**src/sv/i2cms_pkg.sv**
```systemverilog
`default_nettype none
package i2cms_pkg;

    localparam int unsigned ADDR_W = 5;
    localparam int unsigned BYTE_W = 8;
    localparam int unsigned CNT_W  = 3;

    localparam logic [1:0] OP_START = 2'd0;
    localparam logic [1:0] OP_STOP  = 2'd1;
    localparam logic [1:0] OP_WRITE = 2'd2;
    localparam logic [1:0] OP_READ  = 2'd3;

    // entry points of the microprogram
    localparam logic [ADDR_W-1:0] EP_START  = 5'd0;
    localparam logic [ADDR_W-1:0] EP_STOP   = 5'd4;
    localparam logic [ADDR_W-1:0] EP_WRITE  = 5'd7;
    localparam logic [ADDR_W-1:0] EP_READ   = 5'd14;
    localparam logic [ADDR_W-1:0] LAST_ADDR = 5'd19;

    localparam logic [CNT_W-1:0] BIT_CNT_INIT = 3'd7;

    typedef enum logic [1:0] {
        SCL_KEEP = 2'd0,
        SCL_LO   = 2'd1,
        SCL_HI   = 2'd2
    } scl_op_t;

    typedef enum logic [2:0] {
        SDA_KEEP = 3'd0,
        SDA_LO   = 3'd1,
        SDA_HI   = 3'd2,
        SDA_BIT  = 3'd3,
        SDA_NACK = 3'd4
    } sda_op_t;

    typedef enum logic [1:0] {
        SEQ_NEXT    = 2'd0,
        SEQ_LOOP    = 2'd1,
        SEQ_STOP_BR = 2'd2,
        SEQ_END     = 2'd3
    } seq_op_t;

    typedef struct packed {
        scl_op_t           scl;
        sda_op_t           sda;
        logic              sample;
        logic              shift;
        seq_op_t           seq;
        logic [ADDR_W-1:0] target;
    } ucode_t;

    function automatic ucode_t uword(scl_op_t scl, sda_op_t sda, logic sample, logic shift,
                                     seq_op_t seq, logic [ADDR_W-1:0] target);
        ucode_t w;
        w.scl    = scl;
        w.sda    = sda;
        w.sample = sample;
        w.shift  = shift;
        w.seq    = seq;
        w.target = target;
        return w;
    endfunction

    function automatic ucode_t ucode_rom(logic [ADDR_W-1:0] addr);
        ucode_t w;
        unique case (addr)
            // start condition
            5'd0:    w = uword(SCL_KEEP, SDA_HI,   1'b0, 1'b0, SEQ_NEXT,    EP_START);
            5'd1:    w = uword(SCL_HI,   SDA_KEEP, 1'b0, 1'b0, SEQ_NEXT,    EP_START);
            5'd2:    w = uword(SCL_KEEP, SDA_LO,   1'b0, 1'b0, SEQ_NEXT,    EP_START);
            5'd3:    w = uword(SCL_LO,   SDA_KEEP, 1'b0, 1'b0, SEQ_END,     EP_START);
            // stop condition
            5'd4:    w = uword(SCL_KEEP, SDA_LO,   1'b0, 1'b0, SEQ_NEXT,    EP_STOP);
            5'd5:    w = uword(SCL_HI,   SDA_KEEP, 1'b0, 1'b0, SEQ_NEXT,    EP_STOP);
            5'd6:    w = uword(SCL_KEEP, SDA_HI,   1'b0, 1'b0, SEQ_END,     EP_STOP);
            // write byte, MSB first, then ack slot
            5'd7:    w = uword(SCL_KEEP, SDA_BIT,  1'b0, 1'b0, SEQ_NEXT,    EP_WRITE);
            5'd8:    w = uword(SCL_HI,   SDA_KEEP, 1'b0, 1'b0, SEQ_NEXT,    EP_WRITE);
            5'd9:    w = uword(SCL_LO,   SDA_KEEP, 1'b0, 1'b1, SEQ_LOOP,    EP_WRITE);
            5'd10:   w = uword(SCL_KEEP, SDA_LO,   1'b0, 1'b0, SEQ_NEXT,    EP_WRITE);
            5'd11:   w = uword(SCL_KEEP, SDA_HI,   1'b0, 1'b0, SEQ_NEXT,    EP_WRITE);
            5'd12:   w = uword(SCL_HI,   SDA_KEEP, 1'b1, 1'b0, SEQ_NEXT,    EP_WRITE);
            5'd13:   w = uword(SCL_LO,   SDA_KEEP, 1'b0, 1'b0, SEQ_STOP_BR, EP_STOP);
            // read byte, then ack or nack
            5'd14:   w = uword(SCL_HI,   SDA_KEEP, 1'b1, 1'b0, SEQ_NEXT,    EP_READ);
            5'd15:   w = uword(SCL_LO,   SDA_KEEP, 1'b0, 1'b0, SEQ_LOOP,    EP_READ);
            5'd16:   w = uword(SCL_KEEP, SDA_NACK, 1'b0, 1'b0, SEQ_NEXT,    EP_READ);
            5'd17:   w = uword(SCL_HI,   SDA_KEEP, 1'b0, 1'b0, SEQ_NEXT,    EP_READ);
            5'd18:   w = uword(SCL_LO,   SDA_KEEP, 1'b0, 1'b0, SEQ_NEXT,    EP_READ);
            5'd19:   w = uword(SCL_KEEP, SDA_HI,   1'b0, 1'b0, SEQ_STOP_BR, EP_STOP);
            default: w = uword(SCL_KEEP, SDA_KEEP, 1'b0, 1'b0, SEQ_END,     EP_START);
        endcase
        return w;
    endfunction

endpackage
`default_nettype wire

```
**src/sv/i2cms_cmd_if.sv**
```systemverilog
`default_nettype none
interface i2cms_cmd_if;
    logic       valid;
    logic       ready;
    logic [1:0] opcode;
    logic [7:0] write_byte;
    logic       nack_last;
    logic       stop_after;
    logic [8:0] bus_samples;

    modport source (output valid, opcode, write_byte, nack_last, stop_after, bus_samples,
                    input ready);
    modport sink (input valid, opcode, write_byte, nack_last, stop_after, bus_samples,
                  output ready);
endinterface
`default_nettype wire

```
**src/sv/i2cms_evt_if.sv**
```systemverilog
`default_nettype none
interface i2cms_evt_if;
    logic       valid;
    logic       ready;
    logic       scl_level;
    logic       sda_level;
    logic       sample_here;
    logic [7:0] read_byte;
    logic       got_nack;
    logic       last_event;

    modport source (output valid, scl_level, sda_level, sample_here, read_byte, got_nack,
                    last_event, input ready);
    modport sink (input valid, scl_level, sda_level, sample_here, read_byte, got_nack,
                  last_event, output ready);
endinterface
`default_nettype wire

```
**src/sv/i2cms_sequencer.sv**
```systemverilog
`default_nettype none
module i2cms_sequencer
    import i2cms_pkg::*;
(
    input  wire logic       clk,
    input  wire logic       rst_n,
    input  wire logic       start,
    input  wire logic [1:0] opcode,
    input  wire logic       stop_after,
    input  wire logic       ack_bit,
    input  wire logic       advance,
    output logic            busy,
    output logic            last,
    output ucode_t          ctrl
);

    logic [ADDR_W-1:0] pc_reg, pc_next;
    logic [CNT_W-1:0]  cnt_reg, cnt_next;
    logic              busy_reg, busy_next;
    logic              stop_reg, stop_next;

    assign ctrl = ucode_rom(pc_reg);
    assign busy = busy_reg;
    assign last = (ctrl.seq == SEQ_END) || ((ctrl.seq == SEQ_STOP_BR) && !stop_reg);

    always_comb
    begin
        pc_next   = pc_reg;
        cnt_next  = cnt_reg;
        busy_next = busy_reg;
        stop_next = stop_reg;
        if (start)
        begin
            busy_next = 1'b1;
            cnt_next  = BIT_CNT_INIT;
            unique case (opcode)
                OP_START:
                begin
                    pc_next   = EP_START;
                    stop_next = 1'b0;
                end
                OP_STOP:
                begin
                    pc_next   = EP_STOP;
                    stop_next = 1'b0;
                end
                OP_WRITE:
                begin
                    pc_next   = EP_WRITE;
                    stop_next = stop_after | ack_bit;
                end
                default:
                begin
                    pc_next   = EP_READ;
                    stop_next = stop_after;
                end
            endcase
        end
        else if (advance)
        begin
            unique case (ctrl.seq)
                SEQ_NEXT: pc_next = pc_reg + 5'd1;
                SEQ_LOOP:
                begin
                    if (cnt_reg != '0)
                    begin
                        cnt_next = cnt_reg - 3'd1;
                        pc_next  = ctrl.target;
                    end
                    else
                    begin
                        pc_next = pc_reg + 5'd1;
                    end
                end
                SEQ_STOP_BR:
                begin
                    if (stop_reg)
                    begin
                        pc_next   = ctrl.target;
                        stop_next = 1'b0;
                    end
                    else
                    begin
                        busy_next = 1'b0;
                    end
                end
                default: busy_next = 1'b0;
            endcase
        end
    end

    always_ff @(posedge clk or negedge rst_n)
    begin
        if (!rst_n)
        begin
            pc_reg   <= EP_START;
            cnt_reg  <= '0;
            busy_reg <= 1'b0;
            stop_reg <= 1'b0;
        end
        else
        begin
            pc_reg   <= pc_next;
            cnt_reg  <= cnt_next;
            busy_reg <= busy_next;
            stop_reg <= stop_next;
        end
    end

`ifndef ASSERT_OFF
    a_pc_range: assert property (@(posedge clk) disable iff (!rst_n)
        busy_reg |-> pc_reg <= LAST_ADDR)
        else $error("step counter beyond program");
    a_end_drops_busy: assert property (@(posedge clk) disable iff (!rst_n)
        advance && busy_reg && last |=> !busy_reg)
        else $error("busy held after final event");
    a_busy_fall_cause: assert property (@(posedge clk) disable iff (!rst_n)
        $fell(busy_reg) |-> $past(advance && last))
        else $error("busy dropped without final event");
    a_loop_exit: assert property (@(posedge clk) disable iff (!rst_n)
        busy_reg && advance && !start && ctrl.seq == SEQ_LOOP && cnt_reg == '0
        |=> pc_reg == $past(pc_reg) + 5'd1)
        else $error("bit loop did not fall through");
`endif

endmodule
`default_nettype wire

```
**src/sv/i2cms_datapath.sv**
```systemverilog
`default_nettype none
module i2cms_datapath
    import i2cms_pkg::*;
(
    input  wire logic       clk,
    input  wire logic       rst_n,
    input  wire logic       start,
    input  wire logic [1:0] opcode,
    input  wire logic [7:0] write_byte,
    input  wire logic       nack_last,
    input  wire logic [8:0] bus_samples,
    input  wire logic       advance,
    input  wire logic       last,
    input  wire ucode_t     ctrl,
    output logic            slot_free,
    i2cms_evt_if.source     evt
);

    logic [BYTE_W-1:0] shift_reg;
    logic [BYTE_W-1:0] rbyte_reg;
    logic              nackl_reg;
    logic              gnack_reg;
    logic              scl_reg, scl_next;
    logic              sda_reg, sda_next;
    logic              ov_reg;
    logic              o_scl_reg, o_sda_reg, o_sample_reg, o_nack_reg, o_last_reg;
    logic [BYTE_W-1:0] o_byte_reg;

    assign slot_free = !ov_reg || evt.ready;

    always_comb
    begin
        unique case (ctrl.scl)
            SCL_LO:  scl_next = 1'b0;
            SCL_HI:  scl_next = 1'b1;
            default: scl_next = scl_reg;
        endcase
        unique case (ctrl.sda)
            SDA_LO:   sda_next = 1'b0;
            SDA_HI:   sda_next = 1'b1;
            SDA_BIT:  sda_next = shift_reg[BYTE_W-1];
            SDA_NACK: sda_next = nackl_reg;
            default:  sda_next = sda_reg;
        endcase
    end

    // command operands
    always_ff @(posedge clk)
    begin
        if (start)
        begin
            shift_reg <= write_byte;
            nackl_reg <= nack_last;
            rbyte_reg <= (opcode == OP_READ) ? bus_samples[8:1] : '0;
            gnack_reg <= (opcode == OP_WRITE) ? bus_samples[0] : 1'b0;
        end
        else if (advance && ctrl.shift)
        begin
            shift_reg <= {shift_reg[BYTE_W-2:0], 1'b0};
        end
    end

    always_ff @(posedge clk or negedge rst_n)
    begin
        if (!rst_n)
        begin
            scl_reg <= 1'b1;
            sda_reg <= 1'b1;
            ov_reg  <= 1'b0;
        end
        else
        begin
            if (advance)
            begin
                scl_reg <= scl_next;
                sda_reg <= sda_next;
                ov_reg  <= 1'b1;
            end
            else if (evt.ready)
            begin
                ov_reg <= 1'b0;
            end
        end
    end

    always_ff @(posedge clk)
    begin
        if (advance)
        begin
            o_scl_reg    <= scl_next;
            o_sda_reg    <= sda_next;
            o_sample_reg <= ctrl.sample;
            o_last_reg   <= last;
            o_byte_reg   <= last ? rbyte_reg : '0;
            o_nack_reg   <= last ? gnack_reg : 1'b0;
        end
    end

    assign evt.valid       = ov_reg;
    assign evt.scl_level   = o_scl_reg;
    assign evt.sda_level   = o_sda_reg;
    assign evt.sample_here = o_sample_reg;
    assign evt.read_byte   = o_byte_reg;
    assign evt.got_nack    = o_nack_reg;
    assign evt.last_event  = o_last_reg;

endmodule
`default_nettype wire

```
**src/sv/i2c_master_byte_sequencer.sv**
```systemverilog
`default_nettype none
// The command transfer loads the step counter and busy flag; the first line event is then
// registered into the event output register. One event per cycle while the output is taken;
// the microprogram step counter sets the sequence of events that each command produces.
// A stalled event output holds the step counter; the next command is taken once the
// final event is loaded, while it still waits to be taken.
// Reset: both lines released high, no command in flight, output empty.
module i2c_master_byte_sequencer
    import i2cms_pkg::*;
(
    input  wire logic   clk,
    input  wire logic   rst_n,
    i2cms_cmd_if.sink   cmd,
    i2cms_evt_if.source evt
);

    logic   start;
    logic   busy;
    logic   last;
    logic   slot_free;
    logic   advance;
    ucode_t ctrl;

    // take a command only when no program is running
    assign cmd.ready = !busy;
    assign start     = cmd.valid && !busy;

    // step the program whenever the output register can take the event
    assign advance = busy && slot_free;

    // step counter, bit loop counter and stop branch condition
    i2cms_sequencer u_seq (
        .clk        (clk),
        .rst_n      (rst_n),
        .start      (start),
        .opcode     (cmd.opcode),
        .stop_after (cmd.stop_after),
        .ack_bit    (cmd.bus_samples[0]),
        .advance    (advance),
        .busy       (busy),
        .last       (last),
        .ctrl       (ctrl)
    );

    // line levels, shift register, sampled bytes and event output register
    i2cms_datapath u_dp (
        .clk         (clk),
        .rst_n       (rst_n),
        .start       (start),
        .opcode      (cmd.opcode),
        .write_byte  (cmd.write_byte),
        .nack_last   (cmd.nack_last),
        .bus_samples (cmd.bus_samples),
        .advance     (advance),
        .last        (last),
        .ctrl        (ctrl),
        .slot_free   (slot_free),
        .evt         (evt)
    );

endmodule
`default_nettype wire
```
**src/flat_wrapper.sv**
```systemverilog
// flat-port wrapper written by rule: the top's interface ports become plain ports
module i2c_master_byte_sequencer_flat import i2cms_pkg::*;
  (clk, rst_n, cmd_valid, cmd_opcode, cmd_write_byte, cmd_nack_last, cmd_stop_after, cmd_bus_samples, cmd_ready, evt_valid, evt_scl_level, evt_sda_level, evt_sample_here, evt_read_byte, evt_got_nack, evt_last_event, evt_ready);
  i2cms_cmd_if cmd_i ();
  i2cms_evt_if evt_i ();
  input  wire logic clk;
  input  wire logic rst_n;
  input wire logic [$bits(cmd_i.valid)-1:0] cmd_valid;
  input wire logic [$bits(cmd_i.opcode)-1:0] cmd_opcode;
  input wire logic [$bits(cmd_i.write_byte)-1:0] cmd_write_byte;
  input wire logic [$bits(cmd_i.nack_last)-1:0] cmd_nack_last;
  input wire logic [$bits(cmd_i.stop_after)-1:0] cmd_stop_after;
  input wire logic [$bits(cmd_i.bus_samples)-1:0] cmd_bus_samples;
  output wire logic [$bits(cmd_i.ready)-1:0] cmd_ready;
  output wire logic [$bits(evt_i.valid)-1:0] evt_valid;
  output wire logic [$bits(evt_i.scl_level)-1:0] evt_scl_level;
  output wire logic [$bits(evt_i.sda_level)-1:0] evt_sda_level;
  output wire logic [$bits(evt_i.sample_here)-1:0] evt_sample_here;
  output wire logic [$bits(evt_i.read_byte)-1:0] evt_read_byte;
  output wire logic [$bits(evt_i.got_nack)-1:0] evt_got_nack;
  output wire logic [$bits(evt_i.last_event)-1:0] evt_last_event;
  input wire logic [$bits(evt_i.ready)-1:0] evt_ready;
  assign cmd_i.valid = cmd_valid;
  assign cmd_i.opcode = cmd_opcode;
  assign cmd_i.write_byte = cmd_write_byte;
  assign cmd_i.nack_last = cmd_nack_last;
  assign cmd_i.stop_after = cmd_stop_after;
  assign cmd_i.bus_samples = cmd_bus_samples;
  assign cmd_ready = cmd_i.ready;
  assign evt_valid = evt_i.valid;
  assign evt_scl_level = evt_i.scl_level;
  assign evt_sda_level = evt_i.sda_level;
  assign evt_sample_here = evt_i.sample_here;
  assign evt_read_byte = evt_i.read_byte;
  assign evt_got_nack = evt_i.got_nack;
  assign evt_last_event = evt_i.last_event;
  assign evt_i.ready = evt_ready;
  i2c_master_byte_sequencer u_core (.clk(clk), .rst_n(rst_n), .cmd(cmd_i), .evt(evt_i));
endmodule
```
**config.mk**
```make
export PLATFORM = sky130hd
export DESIGN_NAME = i2c_master_byte_sequencer_flat
export DESIGN_NICKNAME = d
export VERILOG_FILES = /design/src/sv/i2cms_pkg.sv /design/src/sv/i2cms_cmd_if.sv /design/src/sv/i2cms_evt_if.sv /design/src/sv/i2cms_sequencer.sv /design/src/sv/i2cms_datapath.sv /design/src/sv/i2c_master_byte_sequencer.sv /design/src/flat_wrapper.sv
export SDC_FILE = /design/constraint.sdc
export NUM_CORES = 1
export LEC_CHECK = 0
export ABC_AREA = 1
export BUFFER_PORTS_ARGS = -buffer_cell sky130_fd_sc_hd__buf_4
export CAP_MARGIN = 20
export CORE_UTILIZATION = 35
export CTS_CLUSTER_SIZE = 12
export DETAILED_ROUTE_END_ITERATION = 10
export PLACE_DENSITY = 0.64
export SLEW_MARGIN = 40
export SYNTH_ARGS = -nofsm -noshare
export SYNTH_HDL_FRONTEND = slang
export SYNTH_SLANG_ARGS = --single-unit
export TNS_END_PERCENT = 100
```
**constraint.sdc**
```tcl
create_clock -name clk -period 3 [get_ports clk]
set_input_delay 0.6 -clock clk [delete_from_list [all_inputs] [get_ports clk]]
set_output_delay 0.6 -clock clk [all_outputs]
set_load 0.005 [all_outputs]
```
* After elaboration in Yosys (flattened, before gate mapping) *
Memories as Yosys holds them, arrays and structs flattened.
Cells that the tools add are included.

storage, ports and cells
  memories = 1
  bits in read-only memories = 416
  word-level logic and storage cells = 85
  bits in registers = 44

operators by class
  reductions and logical operators = 25
  bitwise logic cells = 1
  equality and inequality tests = 15
  add/sub/neg operators = 2
  muxes and demuxes = 24

memory list
  name             depth  bits a word  read ports  clocked after memory_dff  write ports  RTL line         text
  (no name shown)  32     13           1           0                         0            i2cms_pkg.sv:66  unique case (addr)

operators by type and width
  kind                                                    number
  two-way mux 5 bit                                       4
  two-way mux 8 bit                                       2
  one-hot mux 5 bit (3 select lines)                      1
  two-way mux 3 bit                                       4
  one-hot mux 4 bit (3 select lines)                      1
  nonzero test 2 bit                                      6
  equality test 2 bit (second input constant)             5
  AND reduction 3 bit                                     3
  two-way mux 1 bit                                       8
  equality test 2 x 1 -> 1 bit (second input constant)    3
  equality test 3 x 2 -> 1 bit (second input constant)    2
  inequality test 3 x 2 -> 1 bit (second input constant)  2
  one-hot mux 1 bit (2 select lines)                      3
  adder 5 x 1 -> 5 bit (second input constant)            1
  logical AND 1 bit                                       4
  zero test 2 bit                                         2
  one-hot mux 1 bit (4 select lines)                      1
  nonzero test 4 bit                                      1
  OR reduction 2 bit                                      2
  equality test 3 x 1 -> 1 bit (second input constant)    1
  equality test 3 bit (second input constant)             1
  zero test 1 bit                                         3
  nonzero test 3 bit                                      1
  subtractor 3 x 1 -> 3 bit (second input constant)       1
  4 further kinds                                         5

* Longest topological paths before layout *
Gate-level depths: netlist of the first run.

  depth in word-level cells = 6
  mapped depth = 17
  depth with buffers taken out = 16

* Cells and area by module *
From an unflattened synthesis of the first run, not the netlist that was laid out.

unflattened totals
  cell total of the unflattened synthesis = 312
  area, all modules = 2566.2 sq um

by module, submodules not included
  module                     cells an instance  area an instance (sq um)  times used
  i2cms_datapath             125                1372.6                    1
  i2cms_sequencer            182                1174.9                    1
  i2c_master_byte_sequencer  5                  18.8                      1

* Least setup slack after synthesis of the first run *
No wires, ideal clock.

  path type = flip-flop to flip-flop
  start = register u_core.u_seq.pc_reg[0]
  end = register u_core.u_seq.pc_reg[1]
  setup time = 0.119 ns
  setup slack = 0.719 ns
  stages on the path, launching flop included = 13
  data arrival time = 2.163 ns
  required time = 2.881 ns
  path buffers = 0
  period minus slack after synthesis = 2.281 ns
  cells stage by stage = dfrtp_1 -> ha_1 -> ha_1 -> nand2_1 -> nand2_1 -> a211oi_2 -> inv_1 -> ha_1 -> nor2_1 -> nand3_1 -> nand3b_4 -> inv_1 -> o21a_1

on the way
  longest elaborated chain between the ends = 5
  elaborated cells on any way between the ends = 13
  those cells by class = add/sub: 1; eq/ne: 3; mux: 5; reduce/logical: 3; memory: 1

RTL lines
  element                                                              RTL line                text
  from (decl)                                                          i2cms_sequencer.sv:17   logic [ADDR_W-1:0] pc_reg, pc_next;
  from (signal assigned)                                               i2cms_sequencer.sv:103  pc_reg <= pc_next;
  memory (32 x 13 bit) / adder 5 x 1 -> 5 bit (equally long branches)  n/a
  equality test 2 bit, or another cell as far along                    i2cms_sequencer.sv:61   unique case (ctrl.seq)
  one-hot mux 5 bit (3 select lines)                                   i2cms_sequencer.sv:61
  two-way mux 5 bit                                                    i2cms_sequencer.sv:59   else if (advance)
  two-way mux 5 bit                                                    i2cms_sequencer.sv:32   if (start)

Parallel ways exist; a longest one is shown, timed or not. The select of a mux whose other input is x is not followed.
A chain may end at the register's enable or synchronous reset.

* Final worst setup path of the first run *
Ends and elaborated chain as after synthesis.

==> results.txt, run 1 <==
For this design the static power due to leakage is 1.517 nW. The synthesized netlist devotes 8.571% of its cell area to compound gates. Setup violations remaining at the end of the flow were counted as 0. On the critical path the largest part of the delay comes from adder cells. The repair_antennas step left the layout with diodes totalling 0. Class of the most critical hold timing path: input port to async pin. STA classifies the critical path endpoint as a flip-flop. The post-CTS setup repair buffer count was 0. By area, the combinational part of the netlist is dominated by simple AND/OR/NAND/NOR gates.

For this run, design rule violations remaining after detail routing come to 0. The slowest stage of the critical path is the sky130_fd_sc_hd__dfrtp_1 cell. Summed over all failing endpoints, the final setup total negative slack is 0 ns. Global routing used 14.82% of the available tracks. The global routing's busiest layer is met2.

In the final layout, the multi-input gates occupy 0.001051 sq mm. The effective utilization at floorplan was 36.78%. The share of the Yosys chip area taken by registers is 49.56%. The row count is 30.

Leaving out fill and tap cells, the most frequent cell in the layout is sky130_fd_sc_hd__nand2_1. In the post-synthesis netlist, the biggest area contributors are sky130_fd_sc_hd__edfxtp_1 37%, sky130_fd_sc_hd__dfrtp_1 11%, sky130_fd_sc_hd__nand2_1 10%, sky130_fd_sc_hd__ha_1 8.9%, sky130_fd_sc_hd__inv_1 6.9%. The critical path class is flip-flop to flip-flop.

The tools report the total congestion overflow after global routing as 0. Subtracting the final worst setup slack from the clock period gives 2.606 ns. The average instance in the mapped netlist occupies 8.610 sq um. Number of vias in the routed layout: 2002. Post-CTS repair changed the size of 0 cells. The simple logic cell fraction of the synthesized area was 23.60%; the area of the core was 0.006907 sq mm. For the worst-skew pair, the clock arrives at the later sink with an insertion delay of 0.29 ns.

The adder and majority cell fraction of the synthesized area is 8.867%, and the number of max-cap violations is 0. The worst pin sits at a relative slew slack of 69.08%. In the global route stage, met1 resource usage came out at 20.86%. Hold violation count in the final report: 0.

Fraction of synthesized cell area taken by the top area cell type: 36.65%. The cell chosen for the clock root is sky130_fd_sc_hd__clkbuf_8. The clock sink count is 44, and the data arrival time of the critical path is 2.80 ns. The detailed-route wire length per cell is 11.87 microns, and the count of unique library cells instantiated by Yosys is 32. The H-tree generated during clock tree synthesis spans 2 levels. The biggest fanout along the worst timing path is 9.

The number of nets in the synthesized netlist is 338. The number of global-route vias before repair came out at 1905. For the final database, setup skew stands at 0.005757 ns. Of the available clock period, the critical path in the final layout requires 86.86%. The detail route stage leaves a number of antenna-violating nets equal to 0. Slew of the pin with the lowest slew margin: 0.4638 ns.

The placed instances occupy a cell area of 0.002944 sq mm. Height of the die: 87.19 microns. The highest achievable clock rate was 383.8 MHz.

Synthesis handed over a netlist of 295 instances. The ratio of routed vias to standard cells came out at 4.581. The fraction of synthesized area in multiplexers is 0%. Setup repair after global routing left no endpoint under its margin. The run gives 0 as the initial antenna violation count. Dividing total power by cell area gives a power density of 1138 mW/mm^2. The library cells used most frequently in the layout, excluding fill and tap cells, are 69 x sky130_fd_sc_hd__nand2_1, 47 x sky130_fd_sc_hd__inv_1, 43 x sky130_fd_sc_hd__buf_4. Walking the worst path, the cells encountered are ha_1, ha_1, nand2_1, nand2_1, a211oi_2, inv_1, ha_1, nor2_1, nand3_1, nand3b_4, inv_1, o21a_1.

Compared with the post-synthesis result, the final layout area differs by 20.30%. The worst setup path is launched from a flip-flop. The tools report the global-route wire length before repair as 8756 microns. For this run, the slowest stage of the critical path takes 0.45 ns. The first detailed-routing pass took 4 iterations. The congestion estimate from routability-driven global placement came to 0.9065. The synthesized netlist devotes 0.3448% of its cell area to XOR and XNOR gates. The die covers 0.007601 sq mm. Counting along the longest clock path gives a buffer depth of 2. TritonCTS buffer count: 5.

During synthesis, Yosys emitted a total of 0 warnings. The detailed router finished its first iteration with 91 violations. At the worst endpoint, the required time is 3.19 ns. Counting stages on the worst path, the most repeated cell is sky130_fd_sc_hd__ha_1.

The clock-pin transition on the worst setup and hold timing paths is 0.08 ns, and the number of I/O pins is 40. For this block, the routed nets add up to 5186 microns of wire. TritonCTS built the clock tree. The combined area of all synthesized cells was 0.002540 sq mm. In the final layout, the share of cells above drive strength 1 is 19.35%. The largest net degree at the start of global routing is 20, and the final instance area is 0.003055 sq mm.

The HPWL after detailed placement is 3912 microns. After filler insertion, the fill cell instance count of the layout stands at 704. During placement, the flow inserted port buffers numbering 39. The run gives 0 as the final number of max-transition violations. The run finished with clean final reports. For the number of buffers inserted for hold repair after clock tree synthesis, the log shows 0. The die width is 87.19 microns, and the global routing usage on met2 is 23.05%.

Across the VDD grid, the largest voltage drop is 575.5 uV. In this run, synthesis produced a sequential element count of 44. After the last flow step, the layout net total stands at 383. Area of all sequential standard cells: 0.001259 sq mm. The biggest area contributor in the post-synthesis netlist is sky130_fd_sc_hd__edfxtp_1. For this run, global-route usage on met3 was measured as 2.370%.

The count of buffering cells on the critical path with inverters included was 2.
==> cell usage after synthesis <==
library cell                number
sky130_fd_sc_hd__nor2_1         40
sky130_fd_sc_hd__nand3_1        15
sky130_fd_sc_hd__buf_6           2
sky130_fd_sc_hd__o21ai_0        19
sky130_fd_sc_hd__o21a_1          1
sky130_fd_sc_hd__o22ai_1         1
sky130_fd_sc_hd__inv_2           4
sky130_fd_sc_hd__a211oi_2        1
sky130_fd_sc_hd__inv_1          47
sky130_fd_sc_hd__ha_1           18
sky130_fd_sc_hd__a21oi_1         9
sky130_fd_sc_hd__nand3b_4        1
sky130_fd_sc_hd__edfxtp_1       31
sky130_fd_sc_hd__nor2_2          2
sky130_fd_sc_hd__xor2_1          1
sky130_fd_sc_hd__nand2_1        69
sky130_fd_sc_hd__a22oi_1         2
sky130_fd_sc_hd__o21ai_1         2
sky130_fd_sc_hd__nor3_1          4
sky130_fd_sc_hd__nand2_2         2
sky130_fd_sc_hd__buf_1           1
sky130_fd_sc_hd__o32ai_1         1
sky130_fd_sc_hd__nand2_4         2
sky130_fd_sc_hd__a32oi_1         1
sky130_fd_sc_hd__o2111ai_1       1
sky130_fd_sc_hd__buf_4           1
sky130_fd_sc_hd__dfrtp_1        11
sky130_fd_sc_hd__and3_1          1
sky130_fd_sc_hd__dfstp_2         2
sky130_fd_sc_hd__buf_2           1
sky130_fd_sc_hd__nand3_2         1
sky130_fd_sc_hd__nor2_4          1
==> power breakdown <==
group | total (mW) | switching (mW) | leakage [nW] | internal (mW)
logic | 1.93 | 1.19 | 1.01 | 0.745
clock network | 0.449 | 0.202 | 0.0558 | 0.247
registers | 1.09 | 0.137 | 0.450 | 0.957
==> cell families (layout without fill, tap and decap cells) <==
family	Yosys count	in the layout
AND/OR/NAND/NOR	138	138
buffers and inverters	56	102
flip-flops	44	44
AO/OA/AOI/OAI	38	38
adder cells (fa/ha/maj)	18	18
XOR/XNOR	1	1
==> worst paths after layout <==
| check | cells after the start | startpoint | to | slack (ns) |
|---|---|---|---|---|
| worst max-delay path | 12 | u_core.u_seq.pc_reg[0]$_DFFE_PN0P_ | u_core.u_seq.pc_reg[1]$_DFFE_PN0P_ | 0.39 |
| worst min-delay path | 1 | rst_n | u_core.u_seq.pc_reg[0]$_DFFE_PN0P_ | 0.14 |
| worst max register to register | 12 | u_core.u_seq.pc_reg[0]$_DFFE_PN0P_ | u_core.u_seq.pc_reg[1]$_DFFE_PN0P_ | 0.39 |
| worst min register to register | 2 | u_core.u_dp.sda_reg$_DFFE_PN1P_ | u_core.u_dp.sda_reg$_DFFE_PN1P_ | 0.48 |
| max in group asynchronous | 1 | rst_n | u_core.u_dp.sda_reg$_DFFE_PN1P_ | 2.61 |
| min in group clk | 2 | u_core.u_dp.sda_reg$_DFFE_PN1P_ | u_core.u_dp.sda_reg$_DFFE_PN1P_ | 0.48 |
==> per-stage QoR <==
step / hold WS (ns) / instances / total power [mW] / worst slack, ns / utilization (%)
2_1_floorplan: 0.3044 / 295 / 2.479 / 0.7185 / -
3_3_place_gp: 0.4578 / 429 / 2.999 / 0.4272 / 42.63
3_5_place_dp: 0.4633 / 429 / 3.025 / 0.4140 / 42.63
4_1_cts: 0.1367 / 437 / 3.484 / 0.3954 / 44.24
5_1_grt: 0.1335 / 437 / 3.826 / 0.05963 / 44.24
6_report: 0.1386 / 437 / 3.477 / 0.3943 / 44.24
==> cell type report <==
cell class / count / area share [%]
clock buffers: 5 / 2.252
clock inverters: 3 / 1.392
flip-flops and latches: 44 / 41.20
well taps: 96 / 3.931
multi-input cells: 195 / 34.40
inverters: 51 / 6.265
repair buffers: 43 / 10.57
==> routing by layer <==
layer	up-vias	routed length, microns
li1	1033	-
met1	907	2496
met2	56	2446
met3	6	180
met4	0	62
met5	-	0
No activity file was read; power rests on OpenSTA's default activity.
==> run 2, diff against run 1 <==
--- a/config.mk
+++ b/config.mk
@@ -5,13 +5,14 @@
 export SDC_FILE = /design/constraint.sdc
 export NUM_CORES = 1
 export LEC_CHECK = 0
-export ABC_AREA = 1
 export BUFFER_PORTS_ARGS = -buffer_cell sky130_fd_sc_hd__buf_4
 export CAP_MARGIN = 20
 export CORE_UTILIZATION = 35
 export CTS_CLUSTER_SIZE = 12
 export DETAILED_ROUTE_END_ITERATION = 10
+export MAX_ROUTING_LAYER = met4
 export PLACE_DENSITY = 0.64
+export REMOVE_ABC_BUFFERS = 1
 export SLEW_MARGIN = 40
 export SYNTH_ARGS = -nofsm -noshare
 export SYNTH_HDL_FRONTEND = slang
==> results.txt, run 2 <==
The count of unique library cells instantiated by Yosys is 51 (+59%), and the final instance area is 0.003186 sq mm (+4.3%). The largest individual stage delay along the critical path comes from the cell sky130_fd_sc_hd__o41a_1. The run gives 3.01 ns (+0.21 ns) as the data arrival time of the critical path. The count of warnings emitted by yosys came out at 0 (unchanged).

The tools report the count of filler cells inserted in the layout as 663 (-5.8%). The delay of the slowest cell on the worst path was 0.49 ns (+0.04 ns). The tree is rooted in a sky130_fd_sc_hd__clkbuf_8. Traced cell by cell, the critical path runs through inv_1, ha_1, o22ai_1, a22o_1, and2_1, ha_1, nor2b_1, o41a_1, buf_4, a32oi_1. The run gives 16.60% (+1.8 points) as the total track usage. The proportion of synthesized flip-flops having asynchronous set or reset is 29.55% (unchanged), and the placer's final routability congestion estimate is 0.8633 (-4.8%).

The height of the die works out to 86.47 microns (-0.82%). The run gives 3.19 ns (about the same) as the data required time at the worst endpoint. Relative to the synthesized area, the layout overhead comes to 27.56%. The biggest fanout along the worst timing path is 7 (-2), and the ratio of routed vias to standard cells is 4.938 (+7.8%). The post-route worst setup slack is 0.1824 ns (-0.2119 ns), and the number of buffers added on ports is 39 (unchanged). The area of all sequential standard cells was 0.001261 sq mm (+0.20%); the number of vias in the routed layout was 1926 (-3.8%). The number of diodes added for antenna fixing is 0 (unchanged). In this run the critical register-to-register path is launched from u_core.u_seq.pc_reg[0]$_DFFE_PN0P_. The slew of the pin with the lowest slew margin is 0.4180 ns (-0.04578 ns).

The TritonCTS buffer count was 5 (unchanged). The tools report the power consumption as 3.668 mW (+5.5%). The run gives 0 (unchanged) as the hold violation count in the final report. The shortest clock period the worst path allows after layout is 2.818 ns (+0.2119 ns), and the area of placed instances is 0.002982 sq mm (+1.3%). The total setup violations reported at the end of the flow came out at 0 (unchanged).

The fraction of synthesized cell area taken by the top area cell type was 37.27% (+0.62 points). In this run the critical register-to-register path is captured at u_core.u_seq.pc_reg[1]$_DFFE_PN0P_. The layout cell share with drive strength beyond 1 works out to 29.59% (+10 points). The number of synthesized register bits is 44 (unchanged).

For the number of max-cap violations, the log shows 0 (unchanged). The tools report the combined area of all synthesized cells as 0.002497 sq mm (-1.7%). Leaving out fill and tap cells, the most frequent cells in the layout are 59 x sky130_fd_sc_hd__buf_4, 36 x sky130_fd_sc_hd__nand2_1, 31 x sky130_fd_sc_hd__edfxtp_1. The run finished with clean final reports. The run gives 36.56% (-0.22 points) as the effective utilization at floorplan. For the total congestion overflow after global routing, the log shows 0 (unchanged). The class of the most critical hold timing path was input port to async pin.

Leaving out fill and tap cells, the most frequent cell in the layout is sky130_fd_sc_hd__buf_4. The logs give 40 (unchanged) for the number of I/O pins and 46.63% (+2.4 points) for the utilization of the core after routing. The initial antenna violation count was 0 (unchanged).

The run gives 1.393 nW (-8.2%) as the reported leakage power. The worst setup path is of the flip-flop to flip-flop kind. The total wire length after detailed routing was 5606 microns (+8.1%). The number of iterations in the first detailed-routing pass is 4 (unchanged). For the share of synthesized area occupied by flip-flops and latches, the log shows 50.40% (+0.84 points). The tools report the internal reg-to-reg setup slack as 0.18 ns (-0.21 ns).

The dominant register cell in the synthesized netlist is sky130_fd_sc_hd__edfxtp_1. The number of cells in the design after placement is 378 (-12%), and the setup TNS is 0 ns (unchanged). The row count came out at 30 (unchanged).

The maximum clock insertion buffer count is 2 (unchanged), and the number of synthesized flops with an enable pin is 31 (unchanged). The tools report the worst-case setup slack after placement as 0.1241 ns (-0.2899 ns). Highest achievable clock rate: 354.9 MHz (-7.5%). In the post-synthesis netlist, the biggest area contributors are sky130_fd_sc_hd__edfxtp_1 37%, sky130_fd_sc_hd__dfrtp_1 11%, sky130_fd_sc_hd__ha_1 9.0%, sky130_fd_sc_hd__nand2_1 5.4%, sky130_fd_sc_hd__nor2b_1 3.5%. For the worst ir drop on vdd, the log shows 314.8 uV (-45%). The final cycle utilization of the critical path works out to 93.92% (+7.1 points). The area of the core was 0.006832 sq mm (-1.1%); the number of standard cells in the layout, taps in and fillers out was 390 (-11%). For the clock latency on the worst-skew pair, the log shows 0.29 ns (about the same). The cell family contributing the most delay on the critical path is compound AO/OA/AOI/OAI gates.

The area of combinational cells with multiple inputs is 0.001150 sq mm (+9.4%), and the count of mapped cells out of synthesis is 236 (-20%). TritonCTS built the clock tree. The most common cell in the synthesized netlist is sky130_fd_sc_hd__nand2_1. The full die area is 0.007477 sq mm (-1.6%).

The commonest cells after synthesis are 36 x sky130_fd_sc_hd__nand2_1, 31 x sky130_fd_sc_hd__edfxtp_1, 18 x sky130_fd_sc_hd__ha_1. The die width works out to 86.47 microns (-0.82%). The final-stage net count is 336 (-12%), and the count of buffering cells on the critical path with inverters included is 2 (unchanged). The remaining routing DRC violations was 0 (unchanged). The largest clock skew in the final design was 0.004023 ns (-0.001734 ns).

The clock sink count is 44 (unchanged), and the mean post-synth cell area is 10.58 sq um (+23%). The max-slew headroom at the worst pin was 71.88% (+2.8 points). In this design, the critical path's most frequently occurring cell is sky130_fd_sc_hd__ha_1. Number of design-rule violations left by the first detailed-router iteration: 106 (+16%). The worst setup path is launched from a flip-flop.

The detailed-route wire length per cell was 14.37 microns (+21%); the worst-case reg-to-reg path depth was 10 (-2). The final number of max-transition violations was 0 (unchanged); the worst hold margin was 0.1480 ns (+0.009432 ns). The logs give 9025 microns (+3.1%) for the global-route wire length before repair and 1867 (-2.0%) for the number of global-route vias before repair. The HPWL after detailed placement is 4086 microns (+4.5%), and the power per standard cell area is 1151 mW/mm^2 (+1.2%). The synthesized design spends more area on one cell type than any other, namely sky130_fd_sc_hd__edfxtp_1.

The run gives 26 (+30%) as the largest net degree at the start of global routing. The number of nets with antenna violations after routing is 0 (unchanged). The level count of the clock H-tree came out at 2 (unchanged). Clock-pin transition on the worst setup and hold timing paths: 0.08 ns (about the same). The worst setup path is captured at a flip-flop.
run 2: cell types whose count changed in the layout (fill, tap and decap cells not counted), sizes merged, moves of 4 or more:
cell,change
inv,-38
nor4,+4
nor2,-35
o21ai,-12
nor2b,+15
mux2,+6
nand2,-37
and3,+7
nand2b,+6
buf,+16
a21oi,+4
nand3,-10
run 2: layout make-up:
| class | instances | share of cell area (%) |
|---|---|---|
| well taps | 96 | 3.771 |
| multi-input cells | 169 | 36.10 |
| clock buffers | 5 | 2.160 |
| inverters | 14 | 1.650 |
| repair buffers | 59 | 13.90 |
| clock inverters | 3 | 2.828 |
| flip-flops and latches | 44 | 39.59 |
run 2: worst max-delay path by stage:
stage | start | to | slack, ns | depth (start not counted)
2_1_floorplan | u_core.u_seq.pc_reg[1]$_DFFE_PN0P_ | u_core.u_seq.pc_reg[3]$_DFFE_PN0P_ | 0.34 | 12
3_3_place_gp | u_core.u_seq.pc_reg[1]$_DFFE_PN0P_ | u_core.u_seq.pc_reg[4]$_DFFE_PN0P_ | 0.19 | 12
3_5_place_dp | u_core.u_seq.pc_reg[1]$_DFFE_PN0P_ | u_core.u_seq.pc_reg[3]$_DFFE_PN0P_ | 0.12 | 13
4_1_cts | u_core.u_seq.pc_reg[1]$_DFFE_PN0P_ | u_core.u_seq.pc_reg[3]$_DFFE_PN0P_ | 0.11 | 13
5_1_grt | u_core.u_seq.pc_reg[0]$_DFFE_PN0P_ | u_core.u_seq.pc_reg[4]$_DFFE_PN0P_ | -0.01 | 11
6_report | u_core.u_seq.pc_reg[0]$_DFFE_PN0P_ | u_core.u_seq.pc_reg[1]$_DFFE_PN0P_ | 0.18 | 10
run 2: repair_timing:
item / CTS / global route
gates resized for setup: 0 / 6
endpoints found under the setup margin: 0 / 3
hold buffers: 0 / 0
setup buffers: 0 / 4
hold endpoints to repair: 0 / 0
run 2: power by group:
part           internal, mW  switching, mW
combinational         0.913           1.06
clock                 0.416          0.203
sequential            0.947          0.128
total                  2.28           1.39
run 2: layer usage:
layer	up-vias	wire (microns)	GRT usage (%)
met5	-	0	-
met4	0	94	6.818
met3	6	170	2.667
met2	40	2708	26.70
met1	923	2632	20.91
li1	957	-	-
run 2: kinds of logic after synthesis:
| logic type | Yosys count | synth area share, % |
|---|---|---|
| multiplexers | 8 | 3.657 |
| AO/OA/AOI/OAI | 46 | 12.68 |
| adder cells (fa/ha/maj) | 18 | 9.018 |
| XOR/XNOR | 2 | 0.7015 |
| AND/OR/NAND/NOR | 95 | 19.49 |
| flip-flops | 44 | 50.40 |
| buffers and inverters | 23 | 4.057 |
run 2: worst register-to-register path: cells and delay by family (launching register included):
kind	cells	cell delay, ns
adder cells (fa/ha/maj)	2	0.49
AND/OR/NAND/NOR	2	0.35
flip-flops	1	0.46
buffers and inverters	2	0.39
AO/OA/AOI/OAI	4	1.03
